===== src/design/sls_pkg.sv =====
// Package for the system lifecycle sequencer: codes, the transition table and the result type.
package sls_pkg;

	localparam int COUNT_WIDTH = 32;
	localparam int STATE_W     = 5;
	localparam int EVENT_W     = 5;
	localparam int TIME_W      = 32;
	localparam int REPORT_W    = 32;
	localparam int CFG_IDX_W   = 2;
	localparam int CFG_DATA_W  = 32;

	// Register indexes
	localparam logic [CFG_IDX_W-1:0] REG_CRIT_TIMEOUT  = 2'd0;
	localparam logic [CFG_IDX_W-1:0] REG_RESTART_DELAY = 2'd1;

	localparam logic [TIME_W-1:0] CRIT_TIMEOUT_RESET  = 32'd10000;
	localparam logic [TIME_W-1:0] RESTART_DELAY_RESET = 32'd2000;

	// Lifecycle states
	localparam logic [STATE_W-1:0] ST_POWER_ON       = 5'd0;
	localparam logic [STATE_W-1:0] ST_HW_INIT        = 5'd1;
	localparam logic [STATE_W-1:0] ST_CRIT           = 5'd2;
	localparam logic [STATE_W-1:0] ST_STORAGE_INIT   = 5'd3;
	localparam logic [STATE_W-1:0] ST_CONFIG_LOAD    = 5'd4;
	localparam logic [STATE_W-1:0] ST_SECURITY_INIT  = 5'd5;
	localparam logic [STATE_W-1:0] ST_SETUP          = 5'd6;
	localparam logic [STATE_W-1:0] ST_ERROR          = 5'd7;
	localparam logic [STATE_W-1:0] ST_NET_INIT       = 5'd8;
	localparam logic [STATE_W-1:0] ST_SERVICES_INIT  = 5'd9;
	localparam logic [STATE_W-1:0] ST_NET_CONNECT    = 5'd10;
	localparam logic [STATE_W-1:0] ST_WEB_INIT       = 5'd11;
	localparam logic [STATE_W-1:0] ST_DEGRADED       = 5'd12;
	localparam logic [STATE_W-1:0] ST_RUNNING        = 5'd13;
	localparam logic [STATE_W-1:0] ST_MAINT          = 5'd14;
	localparam logic [STATE_W-1:0] ST_SHUTDOWN       = 5'd15;
	localparam logic [STATE_W-1:0] ST_RESTART        = 5'd16;
	localparam logic [STATE_W-1:0] ST_NONE           = 5'd17;

	// Lifecycle events
	localparam logic [EVENT_W-1:0] EV_HW_OK          = 5'd0;
	localparam logic [EVENT_W-1:0] EV_HW_FAIL        = 5'd1;
	localparam logic [EVENT_W-1:0] EV_STORAGE_OK     = 5'd2;
	localparam logic [EVENT_W-1:0] EV_STORAGE_FAIL   = 5'd3;
	localparam logic [EVENT_W-1:0] EV_CFG_LOADED     = 5'd4;
	localparam logic [EVENT_W-1:0] EV_CFG_MISSING    = 5'd5;
	localparam logic [EVENT_W-1:0] EV_CFG_CORRUPT    = 5'd6;
	localparam logic [EVENT_W-1:0] EV_SEC_OK         = 5'd7;
	localparam logic [EVENT_W-1:0] EV_SEC_FAIL       = 5'd8;
	localparam logic [EVENT_W-1:0] EV_NETDRV_OK      = 5'd9;
	localparam logic [EVENT_W-1:0] EV_NETDRV_FAIL    = 5'd10;
	localparam logic [EVENT_W-1:0] EV_SVC_OK         = 5'd11;
	localparam logic [EVENT_W-1:0] EV_SVC_FAIL       = 5'd12;
	localparam logic [EVENT_W-1:0] EV_LINK_UP        = 5'd13;
	localparam logic [EVENT_W-1:0] EV_LINK_FAIL      = 5'd14;
	localparam logic [EVENT_W-1:0] EV_WEB_OK         = 5'd15;
	localparam logic [EVENT_W-1:0] EV_WEB_FAIL       = 5'd16;
	localparam logic [EVENT_W-1:0] EV_HEALTH_DEGR    = 5'd17;
	localparam logic [EVENT_W-1:0] EV_HEALTH_CRIT    = 5'd18;
	localparam logic [EVENT_W-1:0] EV_MAINT_ENTER    = 5'd19;
	localparam logic [EVENT_W-1:0] EV_SHUTDOWN_REQ   = 5'd20;
	localparam logic [EVENT_W-1:0] EV_RESTART_REQ    = 5'd21;
	localparam logic [EVENT_W-1:0] EV_HEALTH_OK      = 5'd22;
	localparam logic [EVENT_W-1:0] EV_MAINT_EXIT     = 5'd23;
	localparam logic [EVENT_W-1:0] EV_ERR_RECOVERED  = 5'd24;
	localparam logic [EVENT_W-1:0] EV_SETUP_DONE     = 5'd25;

	// Input op codes
	localparam logic OP_EVENT = 1'b0;
	localparam logic OP_TICK  = 1'b1;

	// Entry notices
	localparam logic [1:0] NOTE_NONE     = 2'd0;
	localparam logic [1:0] NOTE_SYS_ERR  = 2'd1;
	localparam logic [1:0] NOTE_BOOT_OK  = 2'd2;
	localparam logic [1:0] NOTE_SHUTDOWN = 2'd3;

	typedef struct packed {
		logic                found;
		logic [STATE_W-1:0]  dst;
	} hit_t;

	typedef struct packed {
		logic                accepted;
		logic [STATE_W-1:0]  src_state;
		logic [STATE_W-1:0]  dst_state;
		logic [STATE_W-1:0]  last_state;
		logic [REPORT_W-1:0] transitions_done;
		logic [REPORT_W-1:0] events_rejected;
		logic                operational;
		logic                healthy;
		logic                restart_now;
		logic [1:0]          entry_notice;
	} res_t;

	// Transition table; first matching row wins, and no (state, event) pair repeats.
	function automatic hit_t row_lookup(input logic [STATE_W-1:0] s,
	                                    input logic [EVENT_W-1:0] e);
		hit_t h;
		h.found = 1'b1;
		h.dst   = ST_POWER_ON;
		case ({s, e})
			{ST_POWER_ON, EV_HW_OK}:             h.dst = ST_HW_INIT;
			{ST_POWER_ON, EV_HW_FAIL}:           h.dst = ST_CRIT;
			{ST_HW_INIT, EV_HW_OK}:              h.dst = ST_STORAGE_INIT;
			{ST_HW_INIT, EV_HW_FAIL}:            h.dst = ST_CRIT;
			{ST_STORAGE_INIT, EV_STORAGE_OK}:    h.dst = ST_CONFIG_LOAD;
			{ST_STORAGE_INIT, EV_STORAGE_FAIL}:  h.dst = ST_CRIT;
			{ST_CONFIG_LOAD, EV_CFG_LOADED}:     h.dst = ST_SECURITY_INIT;
			{ST_CONFIG_LOAD, EV_CFG_MISSING}:    h.dst = ST_SETUP;
			{ST_CONFIG_LOAD, EV_CFG_CORRUPT}:    h.dst = ST_ERROR;
			{ST_SECURITY_INIT, EV_SEC_OK}:       h.dst = ST_NET_INIT;
			{ST_SECURITY_INIT, EV_SEC_FAIL}:     h.dst = ST_CRIT;
			{ST_NET_INIT, EV_NETDRV_OK}:         h.dst = ST_SERVICES_INIT;
			{ST_NET_INIT, EV_NETDRV_FAIL}:       h.dst = ST_CRIT;
			{ST_SERVICES_INIT, EV_SVC_OK}:       h.dst = ST_NET_CONNECT;
			{ST_SERVICES_INIT, EV_SVC_FAIL}:     h.dst = ST_CRIT;
			{ST_NET_CONNECT, EV_LINK_UP}:        h.dst = ST_WEB_INIT;
			{ST_NET_CONNECT, EV_LINK_FAIL}:      h.dst = ST_DEGRADED;
			{ST_WEB_INIT, EV_WEB_OK}:            h.dst = ST_RUNNING;
			{ST_WEB_INIT, EV_WEB_FAIL}:          h.dst = ST_ERROR;
			{ST_RUNNING, EV_HEALTH_DEGR}:        h.dst = ST_DEGRADED;
			{ST_RUNNING, EV_HEALTH_CRIT}:        h.dst = ST_CRIT;
			{ST_RUNNING, EV_MAINT_ENTER}:        h.dst = ST_MAINT;
			{ST_RUNNING, EV_SHUTDOWN_REQ}:       h.dst = ST_SHUTDOWN;
			{ST_RUNNING, EV_RESTART_REQ}:        h.dst = ST_RESTART;
			{ST_DEGRADED, EV_HEALTH_OK}:         h.dst = ST_RUNNING;
			{ST_DEGRADED, EV_HEALTH_CRIT}:       h.dst = ST_CRIT;
			{ST_DEGRADED, EV_LINK_UP}:           h.dst = ST_RUNNING;
			{ST_DEGRADED, EV_SHUTDOWN_REQ}:      h.dst = ST_SHUTDOWN;
			{ST_DEGRADED, EV_RESTART_REQ}:       h.dst = ST_RESTART;
			{ST_MAINT, EV_MAINT_EXIT}:           h.dst = ST_RUNNING;
			{ST_MAINT, EV_RESTART_REQ}:          h.dst = ST_RESTART;
			{ST_MAINT, EV_SHUTDOWN_REQ}:         h.dst = ST_SHUTDOWN;
			{ST_ERROR, EV_ERR_RECOVERED}:        h.dst = ST_RUNNING;
			{ST_ERROR, EV_RESTART_REQ}:          h.dst = ST_RESTART;
			{ST_ERROR, EV_SHUTDOWN_REQ}:         h.dst = ST_SHUTDOWN;
			{ST_ERROR, EV_HEALTH_CRIT}:          h.dst = ST_CRIT;
			{ST_CRIT, EV_RESTART_REQ}:           h.dst = ST_RESTART;
			{ST_SETUP, EV_SETUP_DONE}:           h.dst = ST_SECURITY_INIT;
			{ST_SETUP, EV_RESTART_REQ}:          h.dst = ST_RESTART;
			{ST_SETUP, EV_SHUTDOWN_REQ}:         h.dst = ST_SHUTDOWN;
			default:                             h.found = 1'b0;
		endcase
		return h;
	endfunction

	function automatic logic [1:0] notice_for(input logic [STATE_W-1:0] s);
		logic [1:0] n;
		case (s)
			ST_CRIT:     n = NOTE_SYS_ERR;
			ST_RUNNING:  n = NOTE_BOOT_OK;
			ST_RESTART:  n = NOTE_SHUTDOWN;
			ST_SHUTDOWN: n = NOTE_SHUTDOWN;
			default:     n = NOTE_NONE;
		endcase
		return n;
	endfunction

endpackage


===== src/design/system_lifecycle_sequencer.sv =====
// Top level of the system lifecycle sequencer: state, counters, result register and skid.
//
// Usage:
//   Input channel (in_valid/in_ready, op, event_code): each beat is either a lifecycle
//   event (op = 0) or one millisecond tick (op = 1).
//   Output channel (out_valid/out_ready and the result fields): exactly one result beat
//   per input beat, in order.
//   Config port (cfg_we, cfg_index, cfg_data): index 0 = critical timeout, index 1 =
//   restart delay, others ignored. Write only while no beats are in flight.
// Results: each is registered in the output register, or in skid when output is held.
// Throughput: one beat per cycle while the skid is empty; the table decode, counter
//   updates and timeout compare are combinational ahead of the result register.
// Stall: a result register plus a one-deep skid register; in_ready falls only when the
//   skid holds a beat, so one more input is taken while a result waits. No beat is lost.
// Reset: state goes to power-on, last state to "none" (17), elapsed time and both
//   counters to zero, timeouts to 10000 and 2000 ms, output and skid empty.
module system_lifecycle_sequencer (
	input  logic                          clk,
	input  logic                          arst_n,
	input  logic                          in_valid,
	output logic                          in_ready,
	input  logic                          op,
	input  logic [sls_pkg::EVENT_W-1:0]   event_code,
	output logic                          out_valid,
	input  logic                          out_ready,
	output logic                          accepted,
	output logic [sls_pkg::STATE_W-1:0]   src_state,
	output logic [sls_pkg::STATE_W-1:0]   dst_state,
	output logic [sls_pkg::STATE_W-1:0]   last_state,
	output logic [sls_pkg::REPORT_W-1:0]  transitions_done,
	output logic [sls_pkg::REPORT_W-1:0]  events_rejected,
	output logic                          operational,
	output logic                          healthy,
	output logic                          restart_now,
	output logic [1:0]                    entry_notice,
	input  logic                          cfg_we,
	input  logic [sls_pkg::CFG_IDX_W-1:0] cfg_index,
	input  logic [sls_pkg::CFG_DATA_W-1:0] cfg_data
);
	import sls_pkg::*;

	logic [TIME_W-1:0]      crit_timeout_q;
	logic [TIME_W-1:0]      restart_delay_q;
	logic [STATE_W-1:0]     cur_state_q;
	logic [STATE_W-1:0]     prior_state_q;
	logic [TIME_W-1:0]      elapsed_q;
	logic [COUNT_WIDTH-1:0] trans_q;
	logic [COUNT_WIDTH-1:0] rej_q;

	logic [STATE_W-1:0]     nxt_state;
	logic [STATE_W-1:0]     nxt_prior;
	logic [TIME_W-1:0]      nxt_elapsed;
	logic [COUNT_WIDTH-1:0] nxt_trans;
	logic [COUNT_WIDTH-1:0] nxt_rej;
	logic [REPORT_W-1:0]    trans_rpt;
	logic [REPORT_W-1:0]    rej_rpt;
	hit_t                   hit;
	res_t                   res;
	res_t                   out_q;
	res_t                   skid_q;
	logic                   out_valid_q;
	logic                   skid_valid_q;
	logic                   in_fire;
	logic                   out_fire;

	assign in_ready = !skid_valid_q;
	assign in_fire  = in_valid && in_ready;
	assign out_fire = out_valid_q && out_ready;

	always_ff @(posedge clk or negedge arst_n) begin
		if (!arst_n) begin
			crit_timeout_q  <= CRIT_TIMEOUT_RESET;
			restart_delay_q <= RESTART_DELAY_RESET;
		end else if (cfg_we) begin
			case (cfg_index)
				REG_CRIT_TIMEOUT:  crit_timeout_q  <= cfg_data;
				REG_RESTART_DELAY: restart_delay_q <= cfg_data;
				default: ;
			endcase
		end
	end

	assign hit = row_lookup(cur_state_q, event_code);

	always_comb begin
		nxt_state   = cur_state_q;
		nxt_prior   = prior_state_q;
		nxt_elapsed = elapsed_q;
		nxt_trans   = trans_q;
		nxt_rej     = rej_q;
		if (op == OP_TICK) begin
			if (elapsed_q != '1) begin
				nxt_elapsed = elapsed_q + TIME_W'(1);
			end
		end else if (hit.found) begin
			nxt_state   = hit.dst;
			nxt_prior   = cur_state_q;
			nxt_elapsed = '0;
			nxt_trans   = trans_q + COUNT_WIDTH'(1);
		end else begin
			nxt_rej = rej_q + COUNT_WIDTH'(1);
		end
	end

	generate
		if (COUNT_WIDTH >= REPORT_W) begin : g_rpt_trunc
			assign trans_rpt = nxt_trans[REPORT_W-1:0];
			assign rej_rpt   = nxt_rej[REPORT_W-1:0];
		end else begin : g_rpt_ext
			assign trans_rpt = {{(REPORT_W-COUNT_WIDTH){1'b0}}, nxt_trans};
			assign rej_rpt   = {{(REPORT_W-COUNT_WIDTH){1'b0}}, nxt_rej};
		end
	endgenerate

	always_comb begin
		res.accepted         = (op == OP_EVENT) && hit.found;
		res.src_state        = cur_state_q;
		res.dst_state        = nxt_state;
		res.last_state       = nxt_prior;
		res.transitions_done = trans_rpt;
		res.events_rejected  = rej_rpt;
		res.operational      = (nxt_state == ST_RUNNING) || (nxt_state == ST_DEGRADED) ||
		                       (nxt_state == ST_MAINT);
		res.healthy          = (nxt_state != ST_CRIT);
		res.restart_now      = ((nxt_state == ST_CRIT) && (nxt_elapsed > crit_timeout_q)) ||
		                       ((nxt_state == ST_RESTART) && (nxt_elapsed > restart_delay_q));
		res.entry_notice     = res.accepted ? notice_for(nxt_state) : NOTE_NONE;
	end

	always_ff @(posedge clk or negedge arst_n) begin
		if (!arst_n) begin
			cur_state_q   <= ST_POWER_ON;
			prior_state_q <= ST_NONE;
			elapsed_q     <= '0;
			trans_q       <= '0;
			rej_q         <= '0;
		end else if (in_fire) begin
			cur_state_q   <= nxt_state;
			prior_state_q <= nxt_prior;
			elapsed_q     <= nxt_elapsed;
			trans_q       <= nxt_trans;
			rej_q         <= nxt_rej;
		end
	end

	// Output register refills from skid first; a new beat lands in skid when output is held.
	always_ff @(posedge clk or negedge arst_n) begin
		if (!arst_n) begin
			out_valid_q  <= 1'b0;
			skid_valid_q <= 1'b0;
		end else begin
			if (!out_valid_q || out_fire) begin
				out_valid_q  <= skid_valid_q || in_fire;
				skid_valid_q <= 1'b0;
			end else if (in_fire) begin
				skid_valid_q <= 1'b1;
			end
		end
	end

	always_ff @(posedge clk) begin
		if (!out_valid_q || out_fire) begin
			if (skid_valid_q) begin
				out_q <= skid_q;
			end else if (in_fire) begin
				out_q <= res;
			end
		end
		if (in_fire && !(!out_valid_q || out_fire)) begin
			skid_q <= res;
		end else if (in_fire && skid_valid_q) begin
			skid_q <= res;
		end
	end

	assign out_valid        = out_valid_q;
	assign accepted         = out_q.accepted;
	assign src_state        = out_q.src_state;
	assign dst_state        = out_q.dst_state;
	assign last_state       = out_q.last_state;
	assign transitions_done = out_q.transitions_done;
	assign events_rejected  = out_q.events_rejected;
	assign operational      = out_q.operational;
	assign healthy          = out_q.healthy;
	assign restart_now      = out_q.restart_now;
	assign entry_notice     = out_q.entry_notice;

	a_skid_implies_out: assert property (@(posedge clk) disable iff (!arst_n)
		skid_valid_q |-> out_valid_q)
		else $error("skid holds a beat while output register is empty");

	a_state_holds_idle: assert property (@(posedge clk) disable iff (!arst_n)
		!in_fire |=> ($stable(cur_state_q) && $stable(trans_q) && $stable(rej_q)))
		else $error("sequencer state moved without an input beat");

	a_trans_count: assert property (@(posedge clk) disable iff (!arst_n)
		(in_fire && res.accepted) |=> (trans_q == $past(trans_q) + COUNT_WIDTH'(1)))
		else $error("transition count did not advance on an accepted event");

	a_stall_to_skid: assert property (@(posedge clk) disable iff (!arst_n)
		(in_fire && out_valid_q && !out_ready) |=> (skid_valid_q && out_valid_q))
		else $error("beat taken during output stall was not parked in skid");

	a_reject_keeps_state: assert property (@(posedge clk) disable iff (!arst_n)
		(in_fire && op == OP_EVENT && !hit.found) |=> $stable(cur_state_q))
		else $error("rejected event changed the state");

endmodule


===== config.mk =====
export PLATFORM = sky130hd
export DESIGN_NAME = system_lifecycle_sequencer
export DESIGN_NICKNAME = d
export VERILOG_FILES = /design/src/design/sls_pkg.sv /design/src/design/system_lifecycle_sequencer.sv
export SDC_FILE = /design/constraint.sdc
export NUM_CORES = 1
export LEC_CHECK = 0
export BUFFER_PORTS_ARGS = -buffer_cell sky130_fd_sc_hd__buf_4
export CAP_MARGIN = 25
export CORE_MARGIN = 2
export CORE_UTILIZATION = 61
export CTS_CLUSTER_DIAMETER = 30
export DETAILED_ROUTE_END_ITERATION = 6
export PLACE_DENSITY = 0.85
export RECOVER_POWER = 100
export SETUP_SLACK_MARGIN = 0.05
export SKIP_LAST_GASP = 1
export SLEW_MARGIN = 20
export SYNTH_ARGS = -nofsm -noshare
export SYNTH_HDL_FRONTEND = slang
export SYNTH_SLANG_ARGS = --single-unit

===== constraint.sdc =====
create_clock -name clk -period 6.85 [get_ports clk]
set_clock_uncertainty 0.2 [all_clocks]
set_input_delay 0.3425 -clock clk [delete_from_list [all_inputs] [get_ports clk]]
set_output_delay 0.3425 -clock clk [all_outputs]
set_load 0.05 [all_outputs]

==> run summary, run 1 <==
Status: finished with violations
Failing checks: capacitance limit, slew limit
Placer congestion estimate: 0.898
Core ar.: 0.0280 mm²
Cell row count: 61
CTS Buf Count: 59
CP max FO: 41
First-pass iteration count of the detailed router: 6
Achievable frequency: 174 MHz
Crit. path cell count: 15
Total of max-cap violations: 6
Leak pwr: 8.62 nW
Final setup viols: 0
Critical Path RT: 7020 ps
Die Height: 173 µm
Ant diodes: 0
Hold Startpoint: out_ready
Hold Crit Class: input pin to flop
CTS clk-pin slew, worst paths: 50 ps
Hold path depth: 3
Worst r2r dst: restart_now
Number of flops mapped to enable cells by yosys: 170
Clk_lat worst skew: 580 ps
DP HPWL: 25700 µm
DR WL/cell: 19.0 µm
R2r setup slk: 1100 ps
RSZ-0062 raised after global routing: false
DRT antenna net count: 0
First-pass GRT wire length: 65600 µm
Cells after synthesis: 1556
Synth top area share: 0.292
CP bufs+invs: 1
Effective utilization at floorplan: 0.624
Pin count of the biggest net entering global routing: 93
CTS Sinks: 342
Power Density: 305 mW/mm²
Maximum vdd drop: 0.241 mV
Slew @ Worst Pin: 5130 ps
CP Class: flop to flop
Ys async rst share: 0.503
CTS max path bufs: 3
Total negative slack: 0 ps
Syn. warnings: 0
Worst path slowest cell: dfrtp_1
Post-layout util: 0.734
Critical R2R Launch: cur_state_q[2]
Register area share after synthesis: 0.540
Via count of the first global-routing pass: 12690
Total Routing Usage GR: 0.270
Mapped Area: 0.0175 mm²
Crit-path cells: nor2b_1 -> a22oi_1 -> o22ai_1 -> nor3_2 -> a41o_2 -> clkbuf_1 -> nand2_1 -> ha_1 -> o21ai_0 -> nand3_1 -> a31oi_1 -> o41ai_1 -> a211oi_1 -> a21oi_1 -> o31ai_1
Min-Delay Endpoint: skid_valid_q
Vias: 12668
Max-slew violation count: 411
Distinct cell type count after synthesis: 85
CTS resizes: 0
Die ar.: 0.0300 mm²
# IOs: 132
Final hold slack: 6.16 ps
Routed WL: 40900 µm
Nets: 1837
CP top delay family: compound AO/OA/AOI/OAI gates
DRC Markers: 0
TritonCTS clock tree: built
Most frequent cell after synthesis: nand2_1
Congestion Overflow GR: 0
Slew Limit Headroom: -2.42
Initial antenna violation count: 0
Syn Area/Cell: 11.2 µm²
Prevailing post-synth register cell: edfxtp_1
Fin crit period: 5750 ps
Critical Path AT: 5920 ps
DR iter-0 viols: 1015
Root Driver: clkbuf_16
Critical path's largest stage delay: 810 ps
H-tree depth: 2
Share of layout cells above drive strength 1: 0.166
Final period util: 0.840
Commonest cells post-synth: nand2_1 (222), edfxtp_1 (170), dfrtp_1 (159), mux2_2 (109), o21ai_0 (89)
Largest cells by area after synthesis: edfxtp_1 (29%), dfrtp_1 (23%), mux2_2 (7.0%)
Buffers on Ports: 131
Die X: 173 µm
Net Count, Synth: 1668
CP Capture Type: flop
Fin. Hold Viols: 0
#FFs+latches synth: 342
Reg2Reg Depth: 15
CP startpoint kind: flop
Area grow syn2layout: 17.7%
Synth area leader: edfxtp_1
Via-to-Cell Ratio: 5.88
-- worst reg2reg max path, cell delays in order (launching register included) --
cell	delay, ps
dfrtp_1	810
nor2b_1	290
a22oi_1	250
o22ai_1	180
nor3_2	370
a41o_2	750
clkbuf_1	750
nand2_1	310
ha_1	290
o21ai_0	150
nand3_1	100
a31oi_1	320
o41ai_1	150
a211oi_1	210
a21oi_1	110
o31ai_1	320
-- worst max path at each step --
| stage | startpoint | end | slack [ps] |
|---|---|---|---|
| final | cur_state_q[2] | restart_now | 1100 |
| after global placement | cur_state_q[2] | restart_now | 1540 |
| after global routing | arst_n | rej_q[28] | 590 |
| after CTS | cur_state_q[2] | restart_now | 1410 |
| after detailed placement | cur_state_q[2] | restart_now | 1490 |
| after floorplan | skid_valid_q | skid_q[0] | 1340 |
-- power breakdown --
group / switching, mW / total, mW / internal, mW
registers: 0.114 / 2.50 / 2.39
logic: 0.574 / 0.851 / 0.277
clock network: 1.08 / 2.91 / 1.83
total: 1.77 / 6.26 / 4.50
-- registers in the layout, summed over array words and instances (netlist names), 2 cells and up --
name and cells:
src_state 5, entry_notice 2, crit_timeout_q 32, events_rejected 32, prior_state_q 5, last_state 5, cur_state_q 5, restart_delay_q 32
trans_q 32, dst_state 5, rej_q 32, skid_q 85, elapsed_q 32, transitions_done 32
-- placed cells by master, fill, tap and decap left out, types with 57 or more instances in the layout --
cell	Yosys	layout
nand2_1	222	221
edfxtp_1	170	170
dfrtp_1	159	159
mux2_2	109	96
clkbuf_1	39	95
o21ai_0	89	89
inv_1	86	88
nor2_1	80	85
ha_1	67	67
nand3_1	65	66
xnor2_1	62	63
clkbuf_16	0	59
xor2_1	57	57
-- per-layer routing --
metal  wire length [µm]  track usage
met1              17400        0.359
met2              20000        0.455
met3               2320       0.0414
met4               1150       0.0915
met5                  0            0
-- repair_timing --
action | CTS | global route
buffers inserted | 0 | 0
hold buffers | 34 | 0
endpoints found under the hold margin | 152 | 0
-- stage by stage --
step	total power [mW]	std cells	cell area (µm²)	worst slack, ps
finish	6.26	2154	20600	1100
global route	6.48	2154	20600	588
CTS	6.32	2154	21100	1410
detailed placement	3.38	2008	18700	1490
global placement	3.35	2007	18700	1540
floorplan	3.11	1556	17500	1340
-- layout make-up --
class	instances	area, µm²
clock inverters	52	531
well taps	378	473
fillers	1866	7450
flip-flops and latches	342	9430
clock buffers	60	1480
multi-input cells	1057	7240
inverters	88	330
repair buffers	177	1070
-- cells by family (layout without fill, tap and decap cells) --
kind of cell,after synthesis,after routing,synth area share
AOI/OAI and AO/OA,189,189,0.0674
xor gates and xnor gates,125,125,0.0653
adders and majority gates,67,67,0.0480
buffers and inverters,157,377,0.0372
DFF,342,342,0.540
muxes,118,118,0.0755
and+or+nand+nor,558,558,0.167
(Power assumes the default switching activity.)
==> inputs of run 2 (changes only) <==
CORE_UTILIZATION = 55   (was 61)
PLACE_DENSITY = 0.81   (was 0.85)
clock period = 5.19 ns   (was 6.85 ns; I/O delays follow)
==> run 2 against run 1 <==
The run still ends with capacitance limit, slew limit left. Global-route usage is 2.3 points lower. Via count is 1.2% higher. Worst setup slack worse by 800 ps. Clock power is 52% higher. Hold slack better by 180 ps. First-iteration DRC count is 7.8% higher. Sequential share of layout area is 1.6 points lower. Wire length is 0.29% lower. Critical path depth is 4 higher. Die area is 11% higher. Final cell count is 3.6% higher.
==> run summary, run 2 (same netlist as run 1, synthesis figures left out) <==
Status: finished with violations (unchanged)
Failing checks: capacitance limit, slew limit (unchanged)
Via-to-Cell Ratio: 5.75 (was 5.88)
Max FFs per register: 85 (unchanged)
Net switching power: 2.41 mW (was 1.77 mW)
DRC Markers: 0 (unchanged)
Initial antenna violation count: 0 (unchanged)
TritonCTS clock tree: built (unchanged)
Slew @ Worst Pin: 3710 ps (was 5130 ps)
Internal power: 6.45 mW (was 4.50 mW)
Hold Startpoint: op (was out_ready)
# IOs: 132 (unchanged)
Met1 Use GR: 0.309 (was 0.359)
H-tree depth: 3 (was 2)
Area grow syn2layout: 22.1% (was 17.7%)
Total Routing Usage GR: 0.247 (was 0.270)
First-pass iteration count of the detailed router: 5 (was 6)
Post-layout util: 0.679 (was 0.734)
Via count of the first global-routing pass: 13160 (was 12690)
Ant diodes: 0 (unchanged)
Congestion Overflow GR: 0 (unchanged)
Comb pwr share: 0.128 (was 0.136)
Maximum vdd drop: 0.334 mV (was 0.241 mV)
Die X: 182 µm (was 173 µm)
Final setup viols: 0 (unchanged)
Routed WL: 40800 µm (was 40900 µm)
CP max FO: 6 (was 41)
Reg2Reg Depth: 19 (was 15)
Slew Limit Headroom: -1.48 (was -2.42)
RSZ-0062 raised after global routing: false (unchanged)
DR WL/cell: 18.3 µm (was 19.0 µm)
Final hold slack: 188 ps (was 6.16 ps)
Max-slew violation count: 407 (was 411)
Commonest non-fill, non-tap cell in the layout: nand2_1 (unchanged)
Min-Delay Endpoint: cur_state_q[4] (was skid_valid_q)
Hold path depth: 4 (was 3)
Share of layout cells above drive strength 1: 0.187 (was 0.166)
Clk_lat worst skew: 550 ps (was 580 ps)
CTS Buf Count: 68 (was 59)
Met2 usage: 0.415 (was 0.455)
Gr busiest metal: met2 (unchanged)
DR iter-0 viols: 1094 (was 1015)
Fin crit period: 4900 ps (was 5750 ps)
First-pass GRT wire length: 65900 µm (was 65600 µm)
Total negative slack: 0 ps (unchanged)
Power Density: 416 mW/mm² (was 305 mW/mm²)
Fin. Hold Viols: 0 (unchanged)
Pre-CTS WS: 171 ps (was 1490 ps)
Hold Crit Class: input pin to flop (unchanged)
Worst r2r dst: restart_now (unchanged)
CP startpoint kind: flop (unchanged)
Buffers on Ports: 131 (unchanged)
Root Driver: clkbuf_16 (unchanged)
DP Area: 0.0189 mm² (was 0.0187 mm²)
Achievable frequency: 204 MHz (was 174 MHz)
Placer congestion estimate: 0.947 (was 0.898)
PnR worst setup slack: 295 ps (was 1100 ps)
CTS clk-pin slew, worst paths: 50 ps (about the same)
Clock group share of total power: 0.500 (was 0.465)
Seq pwr share: 0.372 (was 0.399)
DP Cell Count: 2048 (was 2008)
Pin count of the biggest net entering global routing: 78 (was 93)
Nets: 1885 (was 1837)
Fill cells: 2273 (was 1866)
DRT antenna net count: 0 (unchanged)
CP Capture Type: flop (unchanged)
Final Instance Area: 0.0213 mm² (was 0.0206 mm²)
Total of max-cap violations: 8 (was 6)
Vias: 12825 (was 12668)
Leak pwr: 8.96 nW (was 8.62 nW)
Cell row count: 65 (was 61)
Critical Path RT: 5370 ps (was 7020 ps)
Die Height: 182 µm (was 173 µm)
Met3 GRT Util: 0.0485 (was 0.0414)
Pwr Total: 8.86 mW (was 6.26 mW)
CP Class: flop to flop (unchanged)
Post-route insts no fill: 2231 (was 2154)
Critical R2R Launch: elapsed_q[7] (was cur_state_q[2])
Critical Path AT: 5070 ps (was 5920 ps)
Top reg by flops: skid_q (unchanged)
R2r setup slk: 290 ps (was 1100 ps)
Die ar.: 0.0332 mm² (was 0.0300 mm²)
Most frequent cells in the layout: nand2_1 (222), edfxtp_1 (170), dfrtp_1 (155), clkbuf_1 (101), mux2_2 (99) (was nand2_1 (221), edfxtp_1 (170), dfrtp_1 (159), mux2_2 (96), clkbuf_1 (95))
Core ar.: 0.0314 mm² (was 0.0280 mm²)
CTS Sinks: 342 (unchanged)
DP HPWL: 26300 µm (was 25700 µm)
Sw frac: 0.272 (was 0.282)
CTS max path bufs: 3 (unchanged)
Effective utilization at floorplan: 0.556 (was 0.624)
Final period util: 0.943 (was 0.840)
==> run 2: cell count changes in the layout (fill, tap and decap cells not counted), sizes merged <==
cell | previous run | this run
bufinv | 6 | 7
buf | 47 | 64
dlygate4sd3 | 34 | 53
inv | 104 | 102
clkinv | 22 | 13
clkinvlp | 8 | 10
clkbuf | 156 | 181
==> run 2: area by class of cell <==
cell class	instances	area, µm²	share of cell area
inverters	88	330	0.0155
clock inverters	44	551	0.0258
multi-input cells	1057	7290	0.342
repair buffers	216	1400	0.0654
well taps	402	503	0.0236
clock buffers	82	1830	0.0856
flip-flops and latches	342	9430	0.442
==> run 2: how the worst max path moves through the flow <==
stage	startpoint	to	slack [ps]
floorplan	elapsed_q[5]	restart_now	700
global placement	elapsed_q[5]	restart_now	300
detailed placement	elapsed_q[6]	restart_now	170
CTS	elapsed_q[6]	restart_now	150
global route	elapsed_q[7]	restart_now	7
finish	elapsed_q[7]	restart_now	290
==> run 2: worst max-delay path, stage by stage, from the launching register on <==
cell and delay (ps):
dfrtp_1 430, nand4_1 260, nor4_4 70, buf_4 140, a41oi_2 320, nand4_1 190, nor3_1 290, nand4_1 200
and2_0 210, nand2_1 70, o21ai_0 180, ha_1 360, nand4_1 120, or3_1 420, or4_1 560, a31oi_1 180
nor4_1 80, nor2_1 160, a21oi_2 100, o31ai_1 210
==> run 2: power groups by stage <==
stage	combinational [mW]	clock (mW)	sequential [mW]
after CTS	1.19	4.50	3.29
after detailed placement	1.14	0	3.33
after global routing	1.25	4.65	3.32
after floorplan	0.580	0	3.52
final	1.13	4.43	3.30
after global placement	1.11	0	3.32
==> run 2: what timing repair did <==
item,4_1_cts,5_1_grt
resized for setup,0,12
endpoints found under the hold margin,126,0
buffers inserted,0,4
hold buffers,53,0
setup endpoints to repair,0,2
==> run 2: layer usage <==
| metal | vias up | part of all wire |
|---|---|---|
| li1 | 5988 | - |
| met1 | 6234 | 0.41 |
| met2 | 490 | 0.49 |
| met3 | 113 | 0.065 |
| met4 | 0 | 0.036 |
| met5 | - | 0 |
==> inputs of run 3 (changes only) <==
ABC_AREA = 1   (was unset)
==> run 3 against run 2 <==
The flow still finishes with violations (capacitance limit, slew limit). Final cell count is 31% higher. Combinational power grew 66%. Via count is 26% higher. Utilization down 1.1 points. Largest power group unchanged.
==> run summary, run 3 <==
Die X: 187 µm (was 182 µm)
TritonCTS clock tree: built (unchanged)
Achievable frequency: 223 MHz (was 204 MHz)
Fin crit period: 4490 ps (was 4900 ps)
Top reg by flops: skid_q (unchanged)
Syn. warnings: 0 (unchanged)
Crit-path cells: inv_1 -> nor2_4 -> nand3_2 -> a21oi_1 -> nor2_1 -> nand2_1 -> nor2_2 -> nand3_4 -> buf_4 -> inv_1 -> a21oi_1 -> a31oi_1 -> ha_1 -> nand4_1 -> nor3_1 -> nand2_1 -> nor4b_1 -> nor2_1 -> nand3_1 -> nand2_1 -> nand2_1 -> nand2_1 (was nand4_1 -> nor4_4 -> buf_4 -> a41oi_2 -> nand4_1 -> nor3_1 -> nand4_1 -> and2_0 -> nand2_1 -> o21ai_0 -> ha_1 -> nand4_1 -> or3_1 -> or4_1 -> a31oi_1 -> nor4_1 -> nor2_1 -> a21oi_2 -> o31ai_1)
CP max FO: 33 (was 6)
#FFs+latches synth: 342 (unchanged)
Via count of the first global-routing pass: 16011 (was 13160)
CTS clk-pin slew, worst paths: 50 ps (about the same)
Final setup viols: 0 (unchanged)
Max-slew violation count: 545 (was 407)
PnR worst setup slack: 697 ps (was 295 ps)
Synth top area share: 0.277 (was 0.292)
Pin count of the biggest net entering global routing: 100 (was 78)
DP HPWL: 33900 µm (was 26300 µm)
First-pass GRT wire length: 80900 µm (was 65900 µm)
Critical Path RT: 5310 ps (was 5370 ps)
Clk_lat worst skew: 590 ps (was 550 ps)
Routed WL: 50700 µm (was 40800 µm)
Maximum vdd drop: 0.341 mV (was 0.334 mV)
Power Density: 458 mW/mm² (was 416 mW/mm²)
Critical Path AT: 4610 ps (was 5070 ps)
Most frequent cell after synthesis: nand2_1 (unchanged)
CTS Sinks: 342 (unchanged)
Worst path slowest cell: dfrtp_1 (was or4_1)
Pwr Total: 10.2 mW (was 8.86 mW)
Core ar.: 0.0333 mm² (was 0.0314 mm²)
H-tree depth: 3 (unchanged)
RSZ-0062 raised after global routing: false (unchanged)
Failing checks: capacitance limit, slew limit (unchanged)
DR WL/cell: 17.4 µm (was 18.3 µm)
Prevailing post-synth register cell: edfxtp_1 (unchanged)
Effective utilization at floorplan: 0.555 (was 0.556)
Buffers on Ports: 131 (unchanged)
Most Frequent Cell on Critical Path: nand2_1 (was nand4_1)
Mapped Area: 0.0185 mm² (was 0.0175 mm²)
Slew @ Worst Pin: 2510 ps (was 3710 ps)
Final period util: 0.866 (was 0.943)
# Post-CTS Setup Buffers: 0 (unchanged)
Fin. Hold Viols: 0 (unchanged)
Pre-CTS WS: 905 ps (was 171 ps)
Number of flops mapped to enable cells by yosys: 170 (unchanged)
Max FFs per register: 85 (unchanged)
Syn Area/Cell: 8.30 µm² (was 11.2 µm²)
Congestion Overflow GR: 0 (unchanged)
CP Capture Type: flop (unchanged)
Total Routing Usage GR: 0.290 (was 0.247)
Cell row count: 67 (was 65)
Hold Crit Class: input pin to asynchronous set/reset pin (was input pin to flop)
Nets: 2523 (was 1885)
DRT antenna net count: 0 (unchanged)
Leak pwr: 10.1 nW (was 8.96 nW)
Root Driver: clkbuf_16 (unchanged)
Via-to-Cell Ratio: 5.52 (was 5.75)
Post-layout util: 0.669 (was 0.679)
DR iter-0 viols: 1534 (was 1094)
Die Height: 187 µm (was 182 µm)
Area grow syn2layout: 20.5% (was 22.1%)
Register area share after synthesis: 0.511 (was 0.540)
Ys async rst share: 0.503 (unchanged)
Share of layout cells above drive strength 1: 0.0899 (was 0.187)
Net Count, Synth: 2335 (was 1668)
CTS Buf Count: 71 (was 68)
Slew Limit Headroom: -0.675 (was -1.48)
CP Class: flop to flop (unchanged)
Vias: 16120 (was 12825)
CTS max path bufs: 3 (unchanged)
Initial antenna violation count: 2 (was 0)
Total of max-cap violations: 9 (was 8)
Commonest cells post-synth: nand2_1 (724), inv_1 (257), o21ai_0 (225), edfxtp_1 (170), dfrtp_1 (159) (was nand2_1 (222), edfxtp_1 (170), dfrtp_1 (159), mux2_2 (109), o21ai_0 (89))
Cells after synthesis: 2223 (was 1556)
Total negative slack: 0 ps (unchanged)
# IOs: 132 (unchanged)
CP startpoint kind: flop (unchanged)
Commonest non-fill, non-tap cell in the layout: nand2_1 (unchanged)
Status: finished with violations (unchanged)
First-pass iteration count of the detailed router: 6 (was 5)
Largest cells by area after synthesis: edfxtp_1 (28%), dfrtp_1 (22%), nand2_1 (15%) (was edfxtp_1 (29%), dfrtp_1 (23%), mux2_2 (7.0%))
DRC Markers: 0 (unchanged)
Synth area leader: edfxtp_1 (unchanged)
Distinct cell type count after synthesis: 48 (was 85)
Die ar.: 0.0350 mm² (was 0.0332 mm²)
Most frequent cells in the layout: nand2_1 (726), inv_1 (258), o21ai_0 (249), edfxtp_1 (170), dfrtp_1 (158) (was nand2_1 (222), edfxtp_1 (170), dfrtp_1 (155), clkbuf_1 (101), mux2_2 (99))
Critical path's largest stage delay: 510 ps (was 560 ps)
Placer congestion estimate: 0.958 (was 0.947)
[run 3: changes by cell type after synthesis, moves of 23 or more]
cell     previous run  this run
o21ai_0            89       225
mux2_2            109         0
nor2_1             80       145
xnor2_1            62         2
nand2_1           222       724
a21oi_1            24        47
inv_1              86       257
[run 3: through the flow]
step	std cells	cell area [µm²]	hold WS, ps
final	2919	22200	84.5
after global routing	2919	22200	166
after CTS	2917	22800	114
after detailed placement	2748	19900	149
after global placement	2747	19900	144
after floorplan	2223	18500	-236
[run 3: critical path, delay by kind of cell, from the launching register on]
kind | cells | cell delay, ps
simple gates | 15 | 1900
buf+inv | 3 | 720
compound gates | 3 | 540
fa+ha+maj | 1 | 340
flops | 1 | 510
[run 3: cell families (layout without fill, tap and decap cells)]
group / count (synthesis) / after routing / synth area share
buffers and inverters: 340 / 587 / 0.0712
adders and majority gates: 67 / 67 / 0.0454
and+or+nand+nor: 1089 / 1089 / 0.248
xor gates and xnor gates: 60 / 60 / 0.0321
DFF: 342 / 342 / 0.511
AOI/OAI and AO/OA: 324 / 324 / 0.0923
muxes: 1 / 1 / 0.000542
other: 0 / 1 / 0
[run 3: power by group]
group | internal, mW | switching, mW | total [mW]
Clock | 3.15 | 1.59 | 4.74
Sequential | 3.31 | 0.269 | 3.57
Combinational | 0.528 | 1.35 | 1.88
[run 3: cell type report]
class	instances	area, µm²
tap	448	561
clock inverter	48	647
antenna	1	2.50
clock buffer	84	1890
timing repair buffer	191	1180
multi-input combinational	1541	7560
sequential	342	9430
fill	2679	11000
inverter	264	991
[run 3: what timing repair did]
item / in CTS / in global routing
endpoints found under the hold margin: 148 / 0
resized for setup: 0 / 0
endpoints found under the setup margin: 0 / 0
hold buffers: 37 / 0
[run 3: final timing paths]
| check | from | end | slack [ps] | depth (start not counted) |
|---|---|---|---|---|
| setup / recovery | cur_state_q[2] | restart_now | 700 | 22 |
| hold / removal | arst_n | crit_timeout_q[23] | 80 | 2 |
| setup reg to reg | cur_state_q[2] | restart_now | 700 | 22 |
| hold reg to reg | restart_delay_q[26] | restart_delay_q[26] | 280 | 2 |
| max in group asynchronous | arst_n | rej_q[3] | 1870 | 3 |
| min in group clk | restart_delay_q[26] | restart_delay_q[26] | 280 | 2 |
[run 3: routing by layer]
metal | share of wire | wire length [µm] | up-vias | track usage
met4 | 0.039 | 1980 | 2 | 0.134
met5 | 0.00035 | 18 | - | 0
met1 | 0.39 | 19900 | 7665 | 0.348
li1 | - | - | 7659 | -
met2 | 0.51 | 25800 | 645 | 0.513
met3 | 0.060 | 3030 | 149 | 0.0471
